===== src/kwm_ram.sv =====
`timescale 1ns / 1ps
// ----------------------------------------------------------------------------
// kwm_ram
// Generic single-write, single-read RAM with registered read data.
// ----------------------------------------------------------------------------
module kwm_ram #(
    parameter int WIDTH = 8,
    parameter int DEPTH = 16
) (
    input  logic                     clk,
    input  logic                     we,
    input  logic [$clog2(DEPTH)-1:0] waddr,
    input  logic [WIDTH-1:0]         wdata,
    input  logic [$clog2(DEPTH)-1:0] raddr,
    output logic [WIDTH-1:0]         rdata
);

    logic [WIDTH-1:0] mem [DEPTH];

    always_ff @(posedge clk)
    begin
        if (we)
        begin
            mem[waddr] <= wdata;
        end
        rdata <= mem[raddr];
    end

endmodule

===== config.mk =====
export PLATFORM = sky130hd
export DESIGN_NAME = kwm_ram
export DESIGN_NICKNAME = d
export VERILOG_FILES = /design/src/kwm_ram.sv
export SDC_FILE = /design/constraint.sdc
export NUM_CORES = 1
export LEC_CHECK = 0
export BUFFER_PORTS_ARGS = -buffer_cell sky130_fd_sc_hd__buf_2
export CORE_UTILIZATION = 55
export CTS_BUF_LIST = sky130_fd_sc_hd__clkbuf_16
export DETAILED_ROUTE_END_ITERATION = 10
export PLACE_DENSITY_LB_ADDON = 0.05
export SETUP_SLACK_MARGIN = 0.2
export SYNTH_ARGS = -nofsm -noshare
export SYNTH_HDL_FRONTEND = slang
export SYNTH_SLANG_ARGS = --single-unit

===== constraint.sdc =====
create_clock -name clk -period 2.6 [get_ports clk]
set_clock_uncertainty 0.2 [all_clocks]
set_input_delay 0 -clock clk [delete_from_list [all_inputs] [get_ports clk]]
set_output_delay 0 -clock clk [all_outputs]
set_load 0.01 [all_outputs]

==> out/results.tsv <==
metric	value	unit
die extent in x	98.74	microns
commonest non-fill, non-tap cells in the layout	edfxtp_1, buf_2, mux4_2	
Routed WL per cell	22.00	microns
drt drc	0	
Synth cell types	19	
Routed WL	9.151	mm
critical path endpoint category	flop	
Worst R2R Setup Slack	1.08	ns
Ports	26	
pre-CTS WS	0.8314	ns
Global Route Usage Sum	0.2120	
DR iter-0 viols	128	
initial antenna violation count	0	
clock transition at the registers of the reported paths	0.06	ns
number of iterations in the first detailed-routing pass	5	
CTS root buf	clkbuf_16	
setup ws final	0.4371	ns
min-delay src	waddr[2]	
synth warn	0	
number of fill cells	549	
area of the core	0.008891	sq mm
status	finished clean	
share of layout cells above drive strength 1	0.2922	
Ant. Diodes	0	
Synth Area per Inst	22.48	sq um
Final nets	313	
setup_tns	0	ns
multi-input logic area	0.001057	sq mm
Yosys top cell area share	0.7467	
CP dominant cell by count	dlygate4sd3_1	
global-route wire length before repair	14.39	mm
IR drop worst, VDD	0.4840	mV
RR Startpoint	mem[9][4]	
Die Y	98.74	microns
Max Freq	0.4623	GHz
GRT overflow	0	
CP arrival	2.09	ns
sequential standard cell area	0.004004	sq mm
reg2reg end	rdata[4]	
number of port buffers	25	
TritonCTS clock tree	built	
Detail Route Antenna Nets	0	
vias in the first global route	2551	
crit-path max FO	4	
CP max stage delay	0.60	ns
Tightest Pin Transition	0.8269	ns
Setup CP Type	in2reg	
commonest non-fill, non-tap cell in the layout	edfxtp_1	
clk_lat worst skew	0.41	ns
endpoints failing setup	0	
CP Launch Type	primary input	
CTS sink count	136	
final hold vios	0	
vias per cell	5.899	
sequential area share after synthesis	0.7778	
Worst Hold Class	in2reg	
Endpoint, Worst Hold	mem[3][6]	
total CTS buffers	17	
WHS Path Cells	4	
max-cap viol count	0	
Syn Std Cell Area	0.005147	sq mm
largest net degree at the start of global routing	33	
number of vias in the routed layout	2454	
post-synthesis cell count	229	
crit-path cells	dlygate4sd3_1 -> buf_2 -> nand3b_1 -> dlygate4sd3_1 -> nor2_1 -> dlygate4sd3_1	
clock buffer depth	2	
post-route clock period utilization	0.8319	
Initial Util	0.5789	
worst path required time	2.53	ns
R2R cell count	3	
relative slew slack	0.4467	
CP delay by family, top	buffers and inverters	
top post-synthesis cells by area	edfxtp_1, mux4_2, mux4_1	
full die area	0.009750	sq mm
RSZ-0062 raised after global routing	no	
# rows	34	
Post-CTS Setup Inserts	0	
final slew viol count	0	
H-tree depth	4	
synthesized flop and latch total	136	
post-synth top area cell	edfxtp_1	
WP buf/inv	4	
fin crit period	2.163	ns
P_leak	2.149	nW
Area Overhead vs Synth	21.07	%
CP max-delay cell	dlygate4sd3_1	
dpl hpwl	5.640	mm
Power Density	828.7	mW/mm^2
Post-Syn Nets	247	
gp weighted congestion	0.6872	
[sequential cells by signal, indices dropped and copies added, names as in the netlist]
register  cells
rdata         8
mem         128
[logic make-up after synthesis]
kind of cell | after synthesis | share of synthesized area
flip-flops | 136 | 0.7778
AND/OR/NAND/NOR | 35 | 0.03184
multiplexers | 32 | 0.1502
AO/OA/AOI/OAI | 16 | 0.02334
buffers and inverters | 10 | 0.01677
[cells in the mapped netlist]
library cell and count:
nand3_1 1, nand2_1 9, clkdlybuf4s25_2 3, mux4_1 14
nand2b_1 2, and2b_1 1, dfxtp_1 8, a22oi_1 16
buf_6 3, or3b_2 1, nor2_1 13, buf_4 1
nor2b_1 1, buf_2 3, nand3b_1 2, and2_1 1
nor3_1 4, mux4_2 18, edfxtp_1 128
[stage by stage]
| step | hold WS [ns] | utilization | power, mW | cell area, sq um | instances |
|---|---|---|---|---|---|
| floorplan | -0.1011 | - | 2.638 | 5147 | 229 |
| global placement | 0.1895 | 0.6126 | 2.728 | 5446 | 367 |
| detailed placement | 0.1947 | 0.6126 | 2.733 | 5446 | 367 |
| CTS | 0.01592 | 0.7010 | 5.205 | 6232 | 416 |
| global route | 0.04554 | 0.7010 | 5.322 | 6232 | 416 |
| finish | 0.03731 | 0.7010 | 5.165 | 6232 | 416 |
[worst min-delay path, cell delays in order]
cell and delay (ns):
buf_2 0.10, or3b_2 0.15, nor2_1 0.04, buf_4 0.17
[report_power, final]
group          leakage, nW  switching [mW]  internal, mW
Clock                0.295           0.934          1.53
Sequential            1.22          0.0122          2.45
Combinational        0.630           0.129         0.110
Total                 2.15            1.07          4.09
[per-layer routing]
layer / share of wire / track usage / vias to the layer above
met5: 0 / 0 / -
met4: 0.012 / 0.08266 / 0
met3: 0.031 / 0.05461 / 10
met2: 0.50 / 0.3260 / 63
met1: 0.46 / 0.2962 / 1271
li1: - / - / 1110
[timing repair]
item                                   4_1_cts  5_1_grt
hold buffers                                17        0
endpoints found under the hold margin      166        0
resized for setup                            0        0
[how the worst max path moves through the flow]
stage | start | to | slack, ns | cells past startpoint
3_5_place_dp | raddr[1] | rdata[3] | 0.83 | 5
4_1_cts | waddr[3] | mem[10][6] | 0.47 | 6
6_report | waddr[3] | mem[10][6] | 0.44 | 6
3_3_place_gp | raddr[1] | rdata[3] | 0.83 | 5
2_1_floorplan | waddr[2] | mem[0][0] | 0.91 | 2
5_1_grt | waddr[3] | mem[10][6] | 0.34 | 6
[area by class of cell]
| class | count | share of cell area |
|---|---|---|
| Clock inverter | 15 | 0.03052 |
| Clock buffer | 17 | 0.06826 |
| Sequential cell | 136 | 0.6424 |
| Tap cell | 108 | 0.02168 |
| Multi-Input combinational cell | 83 | 0.1696 |
| Timing Repair Buffer | 57 | 0.06746 |
Note: power is estimated with default switching activity, not from simulation.
